$ cat src/rtl/rbap_pkg.sv
// ----------------------------------------------------------------------------
// rbap_pkg
// shared types and constants for the array-of-bulk-strings parser
// ----------------------------------------------------------------------------
package rbap_pkg;

    localparam int unsigned RBAP_QUEUE_DEPTH = 4;

    localparam int unsigned ARG_COUNT_W  = 21;
    localparam int unsigned BULK_LEN_W   = 30;
    localparam int unsigned ARG_INDEX_W  = 20;
    localparam int unsigned CFG_DATA_W   = 30;
    localparam int unsigned OUT_TDATA_W  = 32;

    localparam logic [ARG_COUNT_W-1:0] MAX_ARG_COUNT_RST  = 21'h10_0000;
    localparam logic [BULK_LEN_W-1:0]  MAX_BULK_LEN_RST   = 30'h2000_0000;

    // configuration register indexes
    typedef enum logic [0:0] {
        CFG_MAX_ARG_COUNT   = 1'b0,
        CFG_MAX_BULK_LENGTH = 1'b1
    } cfg_index_t;

    typedef enum logic [1:0] {
        KIND_BYTE  = 2'd0,
        KIND_END   = 2'd1,
        KIND_EMPTY = 2'd2,
        KIND_ERROR = 2'd3
    } kind_t;

    typedef enum logic [2:0] {
        ERR_BAD_START  = 3'd0,
        ERR_NON_DIGIT  = 3'd1,
        ERR_MISSING_LF = 3'd2,
        ERR_NO_DOLLAR  = 3'd3,
        ERR_DATA_CRLF  = 3'd4,
        ERR_OVER_LIMIT = 3'd5
    } err_t;

    typedef struct packed {
        kind_t                  kind;
        logic [7:0]             data;
        logic [ARG_INDEX_W-1:0] index;
        logic                   last;
        err_t                   code;
    } rec_t;

    // queue handshake between front and back
    typedef struct packed {
        logic push;
        logic pop;
    } q_ctrl_t;

    typedef struct packed {
        logic full;
        logic empty;
    } q_stat_t;

endpackage

$ cat src/rtl/resp_bulk_array_parser.sv
// ----------------------------------------------------------------------------
// resp_bulk_array_parser
// byte-serial parser for commands sent as an array of bulk strings
// ----------------------------------------------------------------------------
//  channel   dir  handshake                   contents
//  s_axis    in   s_axis_tvalid/tready        tdata[7:0] in_byte
//  m_axis    out  m_axis_tvalid/tready        tdata data_byte, arg_index,
//                                             error_code; tuser result_kind;
//                                             tlast last_arg
//  cfg       in   cfg_we (no handshake)       cfg_index, cfg_wdata
//
//  one byte per cycle; the parser updates its state and pushes at most one
//  word into a small queue in the same cycle; the output register is loaded
//  from the queue. s_axis_tready drops only when the queue is full, i.e.
//  after the master side has stalled for a few words. reset clears the
//  parser to idle and both limits to their defaults; no clearing pass.
// ----------------------------------------------------------------------------
module resp_bulk_array_parser
    import rbap_pkg::*;
#(
    parameter int unsigned QUEUE_DEPTH = RBAP_QUEUE_DEPTH
)
(
    input  logic                   clk,
    input  logic                   rst_n,
    input  logic                   cfg_we,
    input  logic [0:0]             cfg_index,
    input  logic [CFG_DATA_W-1:0]  cfg_wdata,
    input  logic                   s_axis_tvalid,
    output logic                   s_axis_tready,
    input  logic [7:0]             s_axis_tdata,   // [7:0] in_byte
    output logic                   m_axis_tvalid,
    input  logic                   m_axis_tready,
    // [7:0] data_byte, [27:8] arg_index, [30:28] error_code, [31] zero
    output logic [OUT_TDATA_W-1:0] m_axis_tdata,
    output logic [1:0]             m_axis_tuser,   // [1:0] result_kind
    output logic                   m_axis_tlast    // last_arg
);

    q_ctrl_t q_ctrl;
    q_stat_t q_stat;
    rec_t    wr_rec;
    rec_t    rd_rec;
    logic    q_push;
    logic    q_pop;

    assign q_ctrl.push = q_push;
    assign q_ctrl.pop  = q_pop;

    rbap_front u_front (
        .clk       (clk),
        .rst_n     (rst_n),
        .cfg_we    (cfg_we),
        .cfg_index (cfg_index),
        .cfg_wdata (cfg_wdata),
        .in_valid  (s_axis_tvalid),
        .in_ready  (s_axis_tready),
        .in_byte   (s_axis_tdata),
        .q_stat    (q_stat),
        .q_push    (q_push),
        .q_rec     (wr_rec)
    );

    rbap_queue #(
        .DEPTH (QUEUE_DEPTH)
    ) u_queue (
        .clk    (clk),
        .rst_n  (rst_n),
        .q_ctrl (q_ctrl),
        .wr_rec (wr_rec),
        .rd_rec (rd_rec),
        .q_stat (q_stat)
    );

    rbap_back u_back (
        .clk       (clk),
        .rst_n     (rst_n),
        .q_stat    (q_stat),
        .rd_rec    (rd_rec),
        .q_pop     (q_pop),
        .out_valid (m_axis_tvalid),
        .out_ready (m_axis_tready),
        .out_data  (m_axis_tdata),
        .out_user  (m_axis_tuser),
        .out_last  (m_axis_tlast)
    );

endmodule

$ cat src/rtl/rbap_front.sv
// ----------------------------------------------------------------------------
// rbap_front
// byte parser: walks the command syntax and pushes one result word per event
// ----------------------------------------------------------------------------
module rbap_front
    import rbap_pkg::*;
(
    input  logic                   clk,
    input  logic                   rst_n,
    input  logic                   cfg_we,
    input  logic [0:0]             cfg_index,
    input  logic [CFG_DATA_W-1:0]  cfg_wdata,
    input  logic                   in_valid,
    output logic                   in_ready,
    input  logic [7:0]             in_byte,
    input  q_stat_t                q_stat,
    output logic                   q_push,
    output rec_t                   q_rec
);

    localparam logic [7:0] CH_STAR   = 8'h2A;
    localparam logic [7:0] CH_DOLLAR = 8'h24;
    localparam logic [7:0] CH_CR     = 8'h0D;
    localparam logic [7:0] CH_LF     = 8'h0A;
    localparam logic [7:0] CH_ZERO   = 8'h30;
    localparam logic [7:0] CH_NINE   = 8'h39;
    localparam int unsigned PROD_W   = BULK_LEN_W + 4;

    typedef enum logic [8:0] {
        PH_IDLE    = 9'b000000001,
        PH_COUNT   = 9'b000000010,
        PH_CNT_LF  = 9'b000000100,
        PH_DOLLAR  = 9'b000001000,
        PH_LEN     = 9'b000010000,
        PH_LEN_LF  = 9'b000100000,
        PH_DATA    = 9'b001000000,
        PH_DATA_CR = 9'b010000000,
        PH_DATA_LF = 9'b100000000
    } phase_t;

    phase_t                 phase_reg, phase_next;
    logic [BULK_LEN_W-1:0]  accum_reg, accum_next;
    logic [ARG_COUNT_W-1:0] args_rem_reg, args_rem_next;
    logic [BULK_LEN_W-1:0]  bytes_rem_reg, bytes_rem_next;
    logic [ARG_INDEX_W-1:0] cur_arg_reg, cur_arg_next;
    logic                   resync_reg, resync_next;
    logic [ARG_COUNT_W-1:0] max_args_reg;
    logic [BULK_LEN_W-1:0]  max_len_reg;

    logic                   accept;
    logic                   is_digit;
    logic [PROD_W-1:0]      accum_x10;
    logic [BULK_LEN_W-1:0]  limit;
    logic                   over;
    logic                   last_arg;
    logic [BULK_LEN_W-1:0]  bytes_dec;

    assign in_ready = !q_stat.full;
    assign accept   = in_valid && in_ready;
    assign is_digit = (in_byte >= CH_ZERO) && (in_byte <= CH_NINE);

    // times ten as shift and add, plus the digit
    assign accum_x10 = {1'b0, accum_reg, 3'b000} + {3'b000, accum_reg, 1'b0}
                     + {{(PROD_W-4){1'b0}}, in_byte[3:0]};
    assign limit     = (phase_reg == PH_COUNT)
                     ? {{(BULK_LEN_W-ARG_COUNT_W){1'b0}}, max_args_reg} : max_len_reg;
    assign over      = accum_x10 > {4'b0000, limit};
    assign last_arg  = args_rem_reg <= ARG_COUNT_W'(1);
    assign bytes_dec = bytes_rem_reg - BULK_LEN_W'(1);

    always_ff @(posedge clk or negedge rst_n)
    begin
        if (!rst_n)
        begin
            max_args_reg <= MAX_ARG_COUNT_RST;
            max_len_reg  <= MAX_BULK_LEN_RST;
        end
        else if (cfg_we)
        begin
            case (cfg_index)
                CFG_MAX_ARG_COUNT:   max_args_reg <= cfg_wdata[ARG_COUNT_W-1:0];
                CFG_MAX_BULK_LENGTH: max_len_reg  <= cfg_wdata[BULK_LEN_W-1:0];
                default:             ;
            endcase
        end
    end

    always_comb
    begin
        phase_next     = phase_reg;
        accum_next     = accum_reg;
        args_rem_next  = args_rem_reg;
        bytes_rem_next = bytes_rem_reg;
        cur_arg_next   = cur_arg_reg;
        resync_next    = resync_reg;
        q_push         = 1'b0;
        q_rec          = '0;

        if (accept)
        begin
            case (phase_reg)
                PH_IDLE:
                begin
                    if (in_byte == CH_STAR)
                    begin
                        resync_next = 1'b0;
                        accum_next  = '0;
                        phase_next  = PH_COUNT;
                    end
                    else if (!resync_reg)
                    begin
                        q_push      = 1'b1;
                        q_rec.kind  = KIND_ERROR;
                        q_rec.code  = ERR_BAD_START;
                    end
                end
                PH_COUNT, PH_LEN:
                begin
                    if (in_byte == CH_CR)
                        phase_next = (phase_reg == PH_COUNT) ? PH_CNT_LF : PH_LEN_LF;
                    else if (!is_digit)
                    begin
                        q_push     = 1'b1;
                        q_rec.kind = KIND_ERROR;
                        q_rec.code = ERR_NON_DIGIT;
                    end
                    else if (over)
                    begin
                        q_push     = 1'b1;
                        q_rec.kind = KIND_ERROR;
                        q_rec.code = ERR_OVER_LIMIT;
                    end
                    else
                        accum_next = accum_x10[BULK_LEN_W-1:0];
                end
                PH_CNT_LF:
                begin
                    if (in_byte != CH_LF)
                    begin
                        q_push     = 1'b1;
                        q_rec.kind = KIND_ERROR;
                        q_rec.code = ERR_MISSING_LF;
                    end
                    else if (accum_reg == '0)
                    begin
                        phase_next = PH_IDLE;
                        q_push     = 1'b1;
                        q_rec.kind = KIND_EMPTY;
                    end
                    else
                    begin
                        args_rem_next = accum_reg[ARG_COUNT_W-1:0];
                        cur_arg_next  = '0;
                        accum_next    = '0;
                        phase_next    = PH_DOLLAR;
                    end
                end
                PH_DOLLAR:
                begin
                    if (in_byte != CH_DOLLAR)
                    begin
                        q_push     = 1'b1;
                        q_rec.kind = KIND_ERROR;
                        q_rec.code = ERR_NO_DOLLAR;
                    end
                    else
                    begin
                        accum_next = '0;
                        phase_next = PH_LEN;
                    end
                end
                PH_LEN_LF:
                begin
                    if (in_byte != CH_LF)
                    begin
                        q_push     = 1'b1;
                        q_rec.kind = KIND_ERROR;
                        q_rec.code = ERR_MISSING_LF;
                    end
                    else
                    begin
                        bytes_rem_next = accum_reg;
                        accum_next     = '0;
                        phase_next     = (accum_reg == '0) ? PH_DATA_CR : PH_DATA;
                    end
                end
                PH_DATA:
                begin
                    bytes_rem_next = bytes_dec;
                    if (bytes_dec == '0)
                        phase_next = PH_DATA_CR;
                    q_push      = 1'b1;
                    q_rec.kind  = KIND_BYTE;
                    q_rec.data  = in_byte;
                    q_rec.index = cur_arg_reg;
                end
                PH_DATA_CR:
                begin
                    if (in_byte != CH_CR)
                    begin
                        q_push     = 1'b1;
                        q_rec.kind = KIND_ERROR;
                        q_rec.code = ERR_DATA_CRLF;
                    end
                    else
                        phase_next = PH_DATA_LF;
                end
                PH_DATA_LF:
                begin
                    if (in_byte != CH_LF)
                    begin
                        q_push     = 1'b1;
                        q_rec.kind = KIND_ERROR;
                        q_rec.code = ERR_DATA_CRLF;
                    end
                    else
                    begin
                        args_rem_next = args_rem_reg - ARG_COUNT_W'(1);
                        cur_arg_next  = cur_arg_reg + ARG_INDEX_W'(1);
                        phase_next    = last_arg ? PH_IDLE : PH_DOLLAR;
                        q_push        = 1'b1;
                        q_rec.kind    = KIND_END;
                        q_rec.index   = cur_arg_reg;
                        q_rec.last    = last_arg;
                    end
                end
                default:
                begin
                    phase_next  = PH_IDLE;
                    resync_next = 1'b0;
                end
            endcase

            // any error sends the parser back to idle in drop mode
            if (q_push && (q_rec.kind == KIND_ERROR))
            begin
                phase_next  = PH_IDLE;
                resync_next = 1'b1;
                accum_next  = '0;
            end
        end
    end

    always_ff @(posedge clk or negedge rst_n)
    begin
        if (!rst_n)
        begin
            phase_reg     <= PH_IDLE;
            accum_reg     <= '0;
            args_rem_reg  <= '0;
            bytes_rem_reg <= '0;
            cur_arg_reg   <= '0;
            resync_reg    <= 1'b0;
        end
        else
        begin
            phase_reg     <= phase_next;
            accum_reg     <= accum_next;
            args_rem_reg  <= args_rem_next;
            bytes_rem_reg <= bytes_rem_next;
            cur_arg_reg   <= cur_arg_next;
            resync_reg    <= resync_next;
        end
    end

endmodule

$ cat src/rtl/rbap_queue.sv
// ----------------------------------------------------------------------------
// rbap_queue
// short result queue between the parser and the output stage
// ----------------------------------------------------------------------------
module rbap_queue
    import rbap_pkg::*;
#(
    parameter int unsigned DEPTH = RBAP_QUEUE_DEPTH
)
(
    input  logic    clk,
    input  logic    rst_n,
    input  q_ctrl_t q_ctrl,
    input  rec_t    wr_rec,
    output rec_t    rd_rec,
    output q_stat_t q_stat
);

    localparam int unsigned PTR_W = (DEPTH > 1) ? $clog2(DEPTH) : 1;
    localparam int unsigned CNT_W = $clog2(DEPTH + 1);

    rec_t             entry_reg [DEPTH];
    logic [PTR_W-1:0] wr_ptr_reg, wr_ptr_next;
    logic [PTR_W-1:0] rd_ptr_reg, rd_ptr_next;
    logic [CNT_W-1:0] count_reg, count_next;
    logic             do_push, do_pop;

    assign q_stat.full  = count_reg == CNT_W'(DEPTH);
    assign q_stat.empty = count_reg == '0;
    assign do_push      = q_ctrl.push && !q_stat.full;
    assign do_pop       = q_ctrl.pop && !q_stat.empty;
    assign rd_rec       = entry_reg[rd_ptr_reg];

    always_comb
    begin
        wr_ptr_next = wr_ptr_reg;
        rd_ptr_next = rd_ptr_reg;
        count_next  = count_reg;
        if (do_push)
            wr_ptr_next = (wr_ptr_reg == PTR_W'(DEPTH - 1)) ? '0 : wr_ptr_reg + PTR_W'(1);
        if (do_pop)
            rd_ptr_next = (rd_ptr_reg == PTR_W'(DEPTH - 1)) ? '0 : rd_ptr_reg + PTR_W'(1);
        if (do_push && !do_pop)
            count_next = count_reg + CNT_W'(1);
        else if (do_pop && !do_push)
            count_next = count_reg - CNT_W'(1);
    end

    always_ff @(posedge clk)
    begin
        if (do_push)
            entry_reg[wr_ptr_reg] <= wr_rec;
    end

    always_ff @(posedge clk or negedge rst_n)
    begin
        if (!rst_n)
        begin
            wr_ptr_reg <= '0;
            rd_ptr_reg <= '0;
            count_reg  <= '0;
        end
        else
        begin
            wr_ptr_reg <= wr_ptr_next;
            rd_ptr_reg <= rd_ptr_next;
            count_reg  <= count_next;
        end
    end

endmodule

$ cat src/rtl/rbap_back.sv
// ----------------------------------------------------------------------------
// rbap_back
// output stage: drains the queue into a registered master stream word
// ----------------------------------------------------------------------------
module rbap_back
    import rbap_pkg::*;
(
    input  logic                   clk,
    input  logic                   rst_n,
    input  q_stat_t                q_stat,
    input  rec_t                   rd_rec,
    output logic                   q_pop,
    output logic                   out_valid,
    input  logic                   out_ready,
    output logic [OUT_TDATA_W-1:0] out_data,
    output logic [1:0]             out_user,
    output logic                   out_last
);

    logic                   valid_reg, valid_next;
    logic [OUT_TDATA_W-1:0] data_reg;
    logic [1:0]             user_reg;
    logic                   last_reg;
    logic                   load;

    // refill when the register is empty or its word leaves this cycle
    assign load       = !q_stat.empty && (!valid_reg || out_ready);
    assign q_pop      = load;
    assign valid_next = load || (valid_reg && !out_ready);

    always_ff @(posedge clk or negedge rst_n)
    begin
        if (!rst_n)
            valid_reg <= 1'b0;
        else
            valid_reg <= valid_next;
    end

    always_ff @(posedge clk)
    begin
        if (load)
        begin
            data_reg <= {1'b0, rd_rec.code, rd_rec.index, rd_rec.data};
            user_reg <= rd_rec.kind;
            last_reg <= rd_rec.last;
        end
    end

    assign out_valid = valid_reg;
    assign out_data  = data_reg;
    assign out_user  = user_reg;
    assign out_last  = last_reg;

endmodule
$ cat config.mk
export PLATFORM = sky130hd
export DESIGN_NAME = resp_bulk_array_parser
export DESIGN_NICKNAME = d
export VERILOG_FILES = /design/src/rtl/rbap_pkg.sv /design/src/rtl/resp_bulk_array_parser.sv /design/src/rtl/rbap_front.sv /design/src/rtl/rbap_queue.sv /design/src/rtl/rbap_back.sv
export SDC_FILE = /design/constraint.sdc
export NUM_CORES = 1
export LEC_CHECK = 0
export BUFFER_PORTS_ARGS = -buffer_cell sky130_fd_sc_hd__clkbuf_2
export CORE_MARGIN = 1.5
export CORE_UTILIZATION = 55
export DETAILED_ROUTE_END_ITERATION = 12
export PLACE_DENSITY_LB_ADDON = 0.05
export SETUP_SLACK_MARGIN = 0.4
export SLEW_MARGIN = 20
export SYNTH_ARGS = -nofsm -noshare
export SYNTH_HDL_FRONTEND = slang
export SYNTH_SLANG_ARGS = --single-unit
$ cat constraint.sdc
create_clock -name clk -period 7.3 [get_ports clk]
set_input_delay 1.46 -clock clk [delete_from_list [all_inputs] [get_ports clk]]
set_output_delay 1.46 -clock clk [all_outputs]
set_load 0.1 [all_outputs]
# After elaboration in Yosys (flattened, before gate mapping)
# Memories as Yosys holds them, arrays and structs flattened. A register that Yosys moved wholly into a read port is not among the register bits.
# Cells that the tools add are included.
# op_classes
order_cmp	4
n_reduce_logical	35
mux	83
eq_ne	35
bitwise_logic	1
add_sub_neg	9
# op_table
cell	n
2-to-1 mux 30 bit	11
case mux 30 bit (5 select lines)	1
2-to-1 mux 21 bit	4
2-to-1 mux 9 bit	9
case mux 20 bit (2 select lines)	2
case mux 9 bit (8 select lines)	1
zero test 30 bit	2
2-to-1 mux 20 bit	3
case mux 30 bit (2 select lines)	1
case mux 21 bit (2 select lines)	1
adder 33 x 31 -> 34 bit	1
adder 34 x 4 -> 34 bit	1
> comparator 34 x 30 -> 1 bit	1
2-to-1 mux 34 bit	1
2-to-1 mux 2 bit	16
subtractor 30 x 1 -> 30 bit (second input constant)	1
!= test 3 bit (second input constant)	8
<= comparator 21 x 1 -> 1 bit (second input constant)	1
2-to-1 mux 3 bit	7
subtractor 21 x 1 -> 21 bit (second input constant)	1
adder 20 x 1 -> 20 bit (second input constant)	1
2-to-1 mux 1 bit	17
2-to-1 mux 8 bit	2
!= test 8 x 4 -> 1 bit (second input constant)	2
42 further kinds	72
# word_totals
regBits	170
inputBits	44
out_inout_bits	37
word_cells	180
ram_bits	136
n_memories	1
# memory_table
memory	depth	word_bits	read_ports	rd_ports_with_merged_regs	wr	line_no	source
u_queue.entry_reg	4	34	1	1	1	rbap_queue.sv:22	rec_t entry_reg [DEPTH];

# Depth between registers and ports, before layout
# Gate-level depths: netlist (run 1).
# logic_depth
depth_word	14
mapped_depth	30
depth_no_buf	30

# Modules after synthesis
# From an unflattened synthesis (run 1), not the netlist that was laid out.
# hier_totals
hier_cells	1650
hier_area_um2	18358.9
# by_module_without_submodules
mod	area_each_um2	instances	cells_each
rbap_front	11883.9	1	1394
rbap_queue	5392.7	1	215
rbap_back	1082.3	1	41

# Worst setup path before layout (run 1)
# OpenSTA, ideal clock, no wires.
# synth_path
path_type	input to register
startpoint	input port s_axis_tdata[3]
endpoint	register u_queue.count_reg[1]
arrival_ps	6890
n_path_buf	0
cell_stages	27
path_slack_ps	285
required_time_ps	7175
path_cell_list	inv_1 -> fa_1 -> inv_1 -> ha_1 -> a21o_1 -> nand4_1 -> a21oi_1 -> nor3_1 -> o21ai_0 -> a31oi_1 -> o21ai_0 -> xnor2_1 -> inv_1 -> ha_1 -> a21oi_1 -> o21ai_0 -> a2111o_1 -> o211a_1 -> a21oi_1 -> nand3_1 -> o41ai_2 -> a21oi_1 -> o21a_1 -> ha_1 -> inv_1 -> fa_1 -> mux2_2
# synth_via
word_cells_on_any_way	27
# synth_lines
element	line_no	source
start: declaration	resp_bulk_array_parser.sv:31	input logic [7:0] s_axis_tdata,
adder 34 x 4 -> 34 bit	rbap_front.sv:64	+ {{(PROD_W-4){1'b0}}, in_byte[3:0]};
> comparator 34 x 30 -> 1 bit	rbap_front.sv:67	assign over = accum_x10 > {4'b0000, limit};
2-to-1 mux 1 bit	rbap_front.sv:127	else if (over)
2-to-1 mux 1 bit	rbap_front.sv:121	else if (!is_digit)
2-to-1 mux 1 bit	rbap_front.sv:119	if (in_byte == CH_CR)
case mux 1 bit (7 select lines) (*)	rbap_front.sv:101	case (phase_reg)
2-to-1 mux 1 bit (*) (2 in a row)	rbap_front.sv:99	if (accept)
logical AND 1 bit (*)	rbap_queue.sv:30	assign do_push = q_ctrl.push && !q_stat.full;
via u_queue.do_push	rbap_queue.sv:26	logic do_push, do_pop;
logical AND 1 bit (*)	rbap_queue.sv:43	if (do_push && !do_pop)
2-to-1 mux 3 bit (*)	rbap_queue.sv:43	
via u_queue.count_next[1]	rbap_queue.sv:25	logic [CNT_W-1:0] count_reg, count_next;
end signal: assignment	rbap_queue.sv:67	count_reg <= count_next;
end: declaration	rbap_queue.sv:25	
# Mark *: on every way through the listed nets, which the timed path passes. The rest lies on a longest branch. The select of a mux whose other input is x is not followed.
# A chain may end at the register's enable or synchronous reset.

# Final worst setup path (run 1)
# layout_path
startpoint	input port s_axis_tdata[2]
endpoint	register u_queue.count_reg[1]
# The elaborated chain is that of the path after synthesis.

==> results.toml, run 1 <==
[setup_path]
worst_path_largest_cell_delay_ns = 0.41
worst_setup_path_end_kind = "register"
worstSetupStartpointType = "primary input"
crit_type = "primary input to register"
arrival_ns = 7.13
critPathMostFrequentCell = "a21oi_2"
slowest_stage = "fa_1"
critPathMaxFanout = 3
cp_data_required_time_ns = 7.72

[route]
avgViaCountPerCell = 5.98
via_count = 13135
drtIter0Drc = 979
wirelength_um = 42500
route.detailed.drc = 0
antenna_left = 0
wire_per_inst_um = 19.4
firstDrtPassIters = 5

[power]
p_leak_nw = 9.13
p_total_mw = 6.52
power_per_cell_area_mw_per_mm2 = 308
ir_worst_vdd_mv = 0.296

[global_route]
grt_pass1_vias = 12952
gr-total-overflow = 0
antenna_found_initial = 0
grt_usage_pct = 25.6
grt_max_degree = 75
grt_pass1_wl_um = 68500

[clocking]
numClockSinks = 340
cts_max_level = 2
cts_buffers = 38
cts-root-buf = "clkbuf_16"
cts_tree = "done"
clock_latency_ns = 0.54
cts_hold_buf = 0
clk_pin_slew_worst_paths_ns = 0.06
cts.path.max_buffers = 3

[place]
gp_congestion = 0.921
hpwlAfterDp_um = 29100
place_ws_ns = -0.346
port_buffers = 79

[floorplan]
ios = 81
coreArea_mm2 = 0.0325
die_height_um = 185
die_w_um = 185
start_util_pct = 55.8
dieArea_mm2 = 0.0341
num_rows = 66

[sta]
min_period_ns = 6.71
rsz0062_at_grt = "no"
slew_headroom_pct = 29.5
finalHoldWorstSlack_ns = 0.478
finalCritPeriodShare_pct = 92.0
clock_skew_ns = 0.0166
final-hold-violation-count = 0
worstMarginPinSlew_ns = 1.05
setup_viol = 0
setup_tns_ns = 0
max_freq_mhz = 149
slew_viol_final = 0
timing.final.ws_setup_ns = 0.585

[synth]
yosysSeqAreaShare_pct = 51.6
synth_mux_area_share_pct = 9.70
synth-simple-area-share_pct = 13.3
synth_top_family_by_area = "simple AND/OR/NAND/NOR gates"
synth_area_leaders = "edfxtp_1, dfrtp_1, ha_1, mux4_2, mux2_2"
synth_seq_cells = 340
synth_fa_ha_area_share_pct = 7.22
synth_top_flop_cell = "edfxtp_1"
synthXorXnorAreaFrac_pct = 2.60
synth_compound_area_share_pct = 12.4
synth_top_area_share_pct = 28.1
async_reset_ff_share_pct = 50.0
yosysWarningCount = 0
synth_nets = 1746
syn_inst = 1599
syn_avg_cell_area_um2 = 11.4
synth_edf_count = 170
yosysTopAreaCell = "edfxtp_1"
synth_common_cells = "edfxtp_1, dfrtp_1, a21oi_1"
synth_most_common_cell = "edfxtp_1"
ys_types = 85
synthesis.area_mm2 = 0.0182

[layout]
largest_reg_flops = 136
diodes = 0
fillerInstances = 2597
syn2layout_area_growth_pct = 16.6
drive_above_1_share_pct = 22.2
nets = 1870

[job]
drv_cap = 0

[min_path]
hp-class = "register to register"

[run_status]
status = "completed"
-- what timing repair did --
action | CTS | global route
pin swaps | 6 | 38
setup endpoints to repair | 25 | 143
resized for setup | 9 | 53
setup buffers | 2 | 8
-- power breakdown --
group	leakage, nW	internal (mW)	switching, mW
Clock	0.676	1.30	0.762
Combinational	4.65	0.587	1.40
Sequential	3.80	2.35	0.121
-- critical path: cells and delay by family --
kind	cells	cell delay, ns
buffers and inverters	5	0.50
XOR/XNOR	1	0.15
AND/OR/NAND/NOR	5	0.82
adder cells (fa/ha/maj)	6	1.74
multiplexers	1	0.27
AO/OA/AOI/OAI	11	2.17
-- layer usage --
metal	GRT usage [%]	wire length, µm	vias up
met5	0	0	-
met4	10.0	1560	0
met3	3.36	1910	101
met2	42.5	20300	316
met1	34.4	18700	6467
li1	-	-	6251
-- cells by family (layout without fill, tap and decap cells) --
family,Yosys count,after routing
simple gates,471,471
compound gates,358,358
flops,340,340
buf+inv,147,301
mux,125,125
fa+ha+maj,103,103
xor+xnor,54,54
other cells,1,1
-- metrics by stage --
stage | util, % | area (µm²) | std cells
2_1_floorplan | - | 18200 | 1599
3_3_place_gp | 59.7 | 19400 | 2115
3_5_place_dp | 59.7 | 19400 | 2115
4_1_cts | 64.1 | 20900 | 2187
5_1_grt | 65.1 | 21200 | 2195
6_report | 65.1 | 21200 | 2195
-- final cells by class --
type | count | area [µm²] | area share [%]
Clock buffer | 54 | 1100 | 5.21
Clock inverter | 16 | 275 | 1.30
Inverter | 69 | 262 | 1.24
Multi-Input combinational cell | 1112 | 8530 | 40.3
Sequential cell | 340 | 9360 | 44.2
Tap cell | 442 | 553 | 2.61
Timing Repair Buffer | 162 | 1080 | 5.12
-- layout by cell type (no fill, tap or decap), types with 27 or more instances in the layout --
cell type	count
buf_4	78
nor2_1	102
a21oi_1	102
dfrtp_1	166
ha_1	92
o21ai_0	89
mux2_2	64
nand2_1	96
inv_1	64
clkbuf_16	39
nand3_1	65
edfxtp_1	170
mux4_2	34
nand4_1	27
nor3_1	44
clkbuf_2	76
o31ai_1	32
and2_1	29
-- worst paths after layout --
path	slack, ns	from	cells past startpoint	endpoint
max	0.59	s_axis_tdata[2]	29	u_queue.count_reg[1]
min	0.48	u_front.args_rem_reg[12]	2	u_front.args_rem_reg[12]
max reg2reg	0.73	u_front.accum_reg[13]	25	u_queue.count_reg[1]
min reg2reg	0.48	u_front.args_rem_reg[12]	2	u_front.args_rem_reg[12]
max in group asynchronous	4.95	rst_n	2	u_front.max_args_reg[6]
min in group asynchronous	0.95	rst_n	1	u_front.bytes_rem_reg[21]
Note: power is estimated with default switching activity, not from simulation.
==> inputs of run 2 (changes only) <==
- CORE_ASPECT_RATIO: not set -> 0.9
==> results.toml, run 2 (synthesis gave the netlist of run 1 again) <==
[floorplan]
start_util_pct = 56.4
num_rows = 62
dieArea_mm2 = 0.0341
coreArea_mm2 = 0.0322
die_w_um = 195
die_height_um = 175
ios = 81

[sta]
slew_viol_final = 0
setup_viol = 0
clock_skew_ns = 0.0116
finalHoldWorstSlack_ns = 0.478
finalCritPeriodShare_pct = 91.4
final-hold-violation-count = 0
max_freq_mhz = 150
slew_headroom_pct = 36.1
rsz0062_at_grt = "no"
min_period_ns = 6.67
worstMarginPinSlew_ns = 0.957

[route]
drtIter0Drc = 1067
avgViaCountPerCell = 6.11
via_count = 13289
firstDrtPassIters = 5
antenna_left = 0
route.detailed.drc = 0
wire_per_inst_um = 20.1
wirelength_um = 43600

[clocking]
cts_buffers = 37
clk_pin_slew_worst_paths_ns = 0.06
cts_tree = "done"
cts.path.max_buffers = 3
numClockSinks = 340
cts_max_level = 2
clock_latency_ns = 0.54
cts-root-buf = "clkbuf_16"

[layout]
largest_reg_flops = 136
final_common_cell = "edfxtp_1"
nets = 1876
final_cell_mix = "edfxtp_1, dfrtp_1, a21oi_1"
fillerInstances = 2511
syn2layout_area_growth_pct = 15.9
postLayoutCellArea_mm2 = 0.0210
fin_util_pct = 65.4
diodes = 0
drive_above_1_share_pct = 22.2

[job]
drv_cap = 0

[place]
hpwlAfterDp_um = 30400
detailed_place.area_mm2 = 0.0194
gp_congestion = 0.933
port_buffers = 79

[setup_path]
worst_setup_path_end_kind = "register"
crit_type = "primary input to register"
slowest_stage = "fa_1"
critPathMostFrequentCell = "buf_4"
worst_path_largest_cell_delay_ns = 0.43
cp_data_required_time_ns = 7.72
worstSetupStartpointType = "primary input"
critPathMaxFanout = 3
arrival_ns = 7.09

[global_route]
grt_max_degree = 61
grt_usage_pct = 25.8
grt_pass1_vias = 13012
grt_pass1_wl_um = 70000
gr-total-overflow = 0
antenna_found_initial = 0

[power]
ir_worst_vdd_mv = 0.195
p_leak_nw = 9.08
p_total_mw = 6.37
power_per_cell_area_mw_per_mm2 = 303

[min_path]
hp-class = "register to register"

[run_status]
status = "completed"
-- run 2: cell count changes in the layout (fill, tap and decap cells not counted), moves of 2 or more --
cell / change
clkinv_2: -3
buf_4: +6
ha_1: +2
clkbuf_1: +4
bufinv_16: -4
clkbuf_8: -4
clkinvlp_4: +6
a21oi_2: -2
-- run 2: cell type report --
cell class	instances	area, µm²	area share (%)
Clock buffer	53	1040	4.93
Clock inverter	15	194	0.922
Inverter	69	264	1.25
Multi-Input combinational cell	1112	8520	40.5
Sequential cell	340	9360	44.5
Tap cell	416	520	2.47
Timing Repair Buffer	169	1140	5.42
-- run 2: metrics by stage --
step                      setup TNS, ns  instances  setup WS (ns)
final                                 0       2174          0.627
after global routing                  0       2174          0.322
after CTS                             0       2165          0.440
after detailed placement          -1.16       2095         -0.244
after global placement           -0.186       2095         -0.166
after floorplan                       0       1599          0.421
-- run 2: final timing paths --
check,depth (start not counted),endpoint,start,slack [ns]
setup / recovery,30,u_queue.count_reg[1],s_axis_tdata[3],0.63
hold / removal,2,u_front.args_rem_reg[12],u_front.args_rem_reg[12],0.48
setup reg to reg,26,u_queue.count_reg[1],u_front.accum_reg[15],0.77
hold reg to reg,2,u_front.args_rem_reg[12],u_front.args_rem_reg[12],0.48
max in group asynchronous,2,u_front.max_len_reg[15],rst_n,5.21
min in group asynchronous,1,u_back.out_valid,rst_n,0.90
-- run 2: power by group --
group / internal (mW) / leakage [nW] / total [mW] / switching [mW]
clock network: 1.11 / 0.577 / 1.89 / 0.776
logic: 0.590 / 4.70 / 1.99 / 1.40
registers: 2.35 / 3.80 / 2.49 / 0.135
total: 4.05 / 9.08 / 6.37 / 2.32
-- run 2: layer usage --
layer | routed length (µm) | GRT usage [%] | vias up
met2 | 20500 | 41.6 | 407
met3 | 2360 | 3.73 | 72
li1 | - | - | 6276
met4 | 910 | 6.87 | 0
met5 | 0 | 0 | -
met1 | 19800 | 36.8 | 6534
-- run 2: critical path: cells and delay by family --
| family | cells | cell delay (ns) |
|---|---|---|
| and+or+nand+nor | 4 | 0.51 |
| AOI/OAI and AO/OA | 12 | 2.27 |
| adders and majority gates | 5 | 1.59 |
| buffers and inverters | 7 | 0.81 |
| xor gates and xnor gates | 1 | 0.15 |
| muxes | 1 | 0.28 |
-- run 2: repair_timing --
action | CTS | global route
pin swaps | 8 | 38
hold buffers | 0 | 0
endpoints found under the setup margin | 1 | 178
gates resized for setup | 12 | 51
buffers inserted | 2 | 9
cloned | 0 | 0
==> inputs of run 3 (changes only) <==
- clock period: 7.3 -> 6.6 ns (I/O delays scaled with it)
==> results.toml, run 3 (synthesis gave the netlist of run 1 again) <==
[power]
power.internal_mw = 4.77
ir_worst_vdd_mv = 0.416
sw_frac_of_total_pct = 37.1
power_frac_comb_pct = 37.4
p_sw_mw = 2.81
sequentialPowerShare_pct = 35.9
p_leak_nw = 9.70
pwr-share-clk_pct = 26.7
p_total_mw = 7.58
power_per_cell_area_mw_per_mm2 = 338

[route]
avgViaCountPerCell = 6.23
drtIter0Drc = 1122
route.detailed.drc = 0
antenna_left = 0
wire_per_inst_um = 21.8
via_count = 13911
wirelength_um = 48700
firstDrtPassIters = 6

[sta]
min_period_ns = 6.65
clock_skew_ns = 0.0228
max_freq_mhz = 150
worstMarginPinSlew_ns = 0.995
rsz0062_at_grt = "yes"
timing.final.ws_setup_ns = -0.0540
slew_headroom_pct = 33.5
finalHoldWorstSlack_ns = 0.478
finalCritPeriodShare_pct = 101
slew_viol_final = 0
setup_tns_ns = -0.763
final-hold-violation-count = 0
setup_viol = 40

[layout]
final_cell_mix = "edfxtp_1, dfrtp_1, a21oi_1"
fillerInstances = 2320
drive_above_1_share_pct = 26.7
fin_util_pct = 69.6
largest_reg_flops = 136
nets = 1937
syn2layout_area_growth_pct = 23.4
stdcell_count = 2234
final_common_cell = "edfxtp_1"

[setup_path]
critPathMaxFanout = 6
arrival_ns = 6.94
critPathMostFrequentCell = "buf_4"
cp_data_required_time_ns = 6.89
worst_path_largest_cell_delay_ns = 0.41
crit_type = "primary input to register"
worstSetupStartpointType = "primary input"
ff2ff_path_depth = 25
slowest_stage = "fa_1"
worst_setup_path_end_kind = "register"

[floorplan]
die_w_um = 195
coreArea_mm2 = 0.0322
die_height_um = 175
dieArea_mm2 = 0.0341
ios = 81
start_util_pct = 56.4
num_rows = 62

[clocking]
cts-root-buf = "clkbuf_16"
cts_max_level = 2
clock_latency_ns = 0.54
clk_pin_slew_worst_paths_ns = 0.06
cts_buffers = 36
numClockSinks = 340
cts_tree = "done"
cts.path.max_buffers = 3

[global_route]
antenna_found_initial = 1
grt_usage_pct = 27.5
grt_max_degree = 78
grt_pass1_vias = 13277
gr-total-overflow = 0
grt_pass1_wl_um = 73600

[run_status]
violations = "setup timing"
status = "complete, but fails checks"

[place]
gp_congestion = 0.943
hpwlAfterDp_um = 31200
port_buffers = 79
numPlacedInstances = 2117

[min_path]
hp-class = "register to register"
hold_depth = 2

[job]
drv_cap = 0
[run 3: cell type report]
cell class                      instances  area [µm²]  area share, %
Clock inverter                         21         223          0.994
Clock buffer                           44         941           4.20
Inverter                               69         264           1.18
Sequential cell                       340        9360           41.8
Antenna cell                            1        2.50         0.0112
Timing Repair Buffer                  230        2110           9.40
Multi-Input combinational cell       1113        8990           40.1
Tap cell                              416         520           2.32
[run 3: per-layer routing]
metal	vias to the layer above	GRT usage [%]	part of all wire, %
li1	6418	-	-
met1	6914	41.8	46
met2	519	41.6	45
met3	60	4.78	7.6
met4	0	5.83	1.7
met5	-	0	0
[run 3: stage by stage]
step                setup slack (ns)  area (µm²)
floorplan                      0.128       18200
global placement              -0.519       19700
detailed placement            -0.642       19700
CTS                           0.0238       21400
global route                  -0.249       22400
finish                       -0.0540       22400
[run 3: path summary, 6_finish.rpt]
path	start	end	slack [ns]
worst max-delay path	s_axis_tdata[3]	u_queue.entry_reg[3][5]	-0.05
worst min-delay path	u_front.args_rem_reg[12]	u_front.args_rem_reg[12]	0.48
worst max register to register	u_front.accum_reg[13]	u_queue.entry_reg[3][5]	0.16
worst min register to register	u_front.args_rem_reg[12]	u_front.args_rem_reg[12]	0.48
max in group asynchronous	rst_n	u_front.max_args_reg[11]	4.79
min in group asynchronous	rst_n	u_front.accum_reg[18]	0.72
[run 3: worst max-delay path, delay by kind of cell]
kind                       cells  cell delay, ns
AOI/OAI and AO/OA             12            2.41
xor gates and xnor gates       1            0.15
adders and majority gates      3            1.08
buffers and inverters          9            1.15
and+or+nand+nor                5            0.80
[run 3: power by group through the flow]
stage | logic, mW | clock network (mW) | registers [mW]
floorplan | 0.977 | 0 | 3.49
global placement | 2.26 | 0 | 2.74
detailed placement | 2.29 | 0 | 2.76
CTS | 2.47 | 2.05 | 2.72
global route | 2.97 | 2.13 | 2.75
finish | 2.83 | 2.02 | 2.72
[run 3: what timing repair did]
item	CTS	global route
setup buffers	11	22
setup endpoints to repair	184	197
pin swaps	27	54
cloned	9	8
resized for setup	39	113
hold buffers	0	0
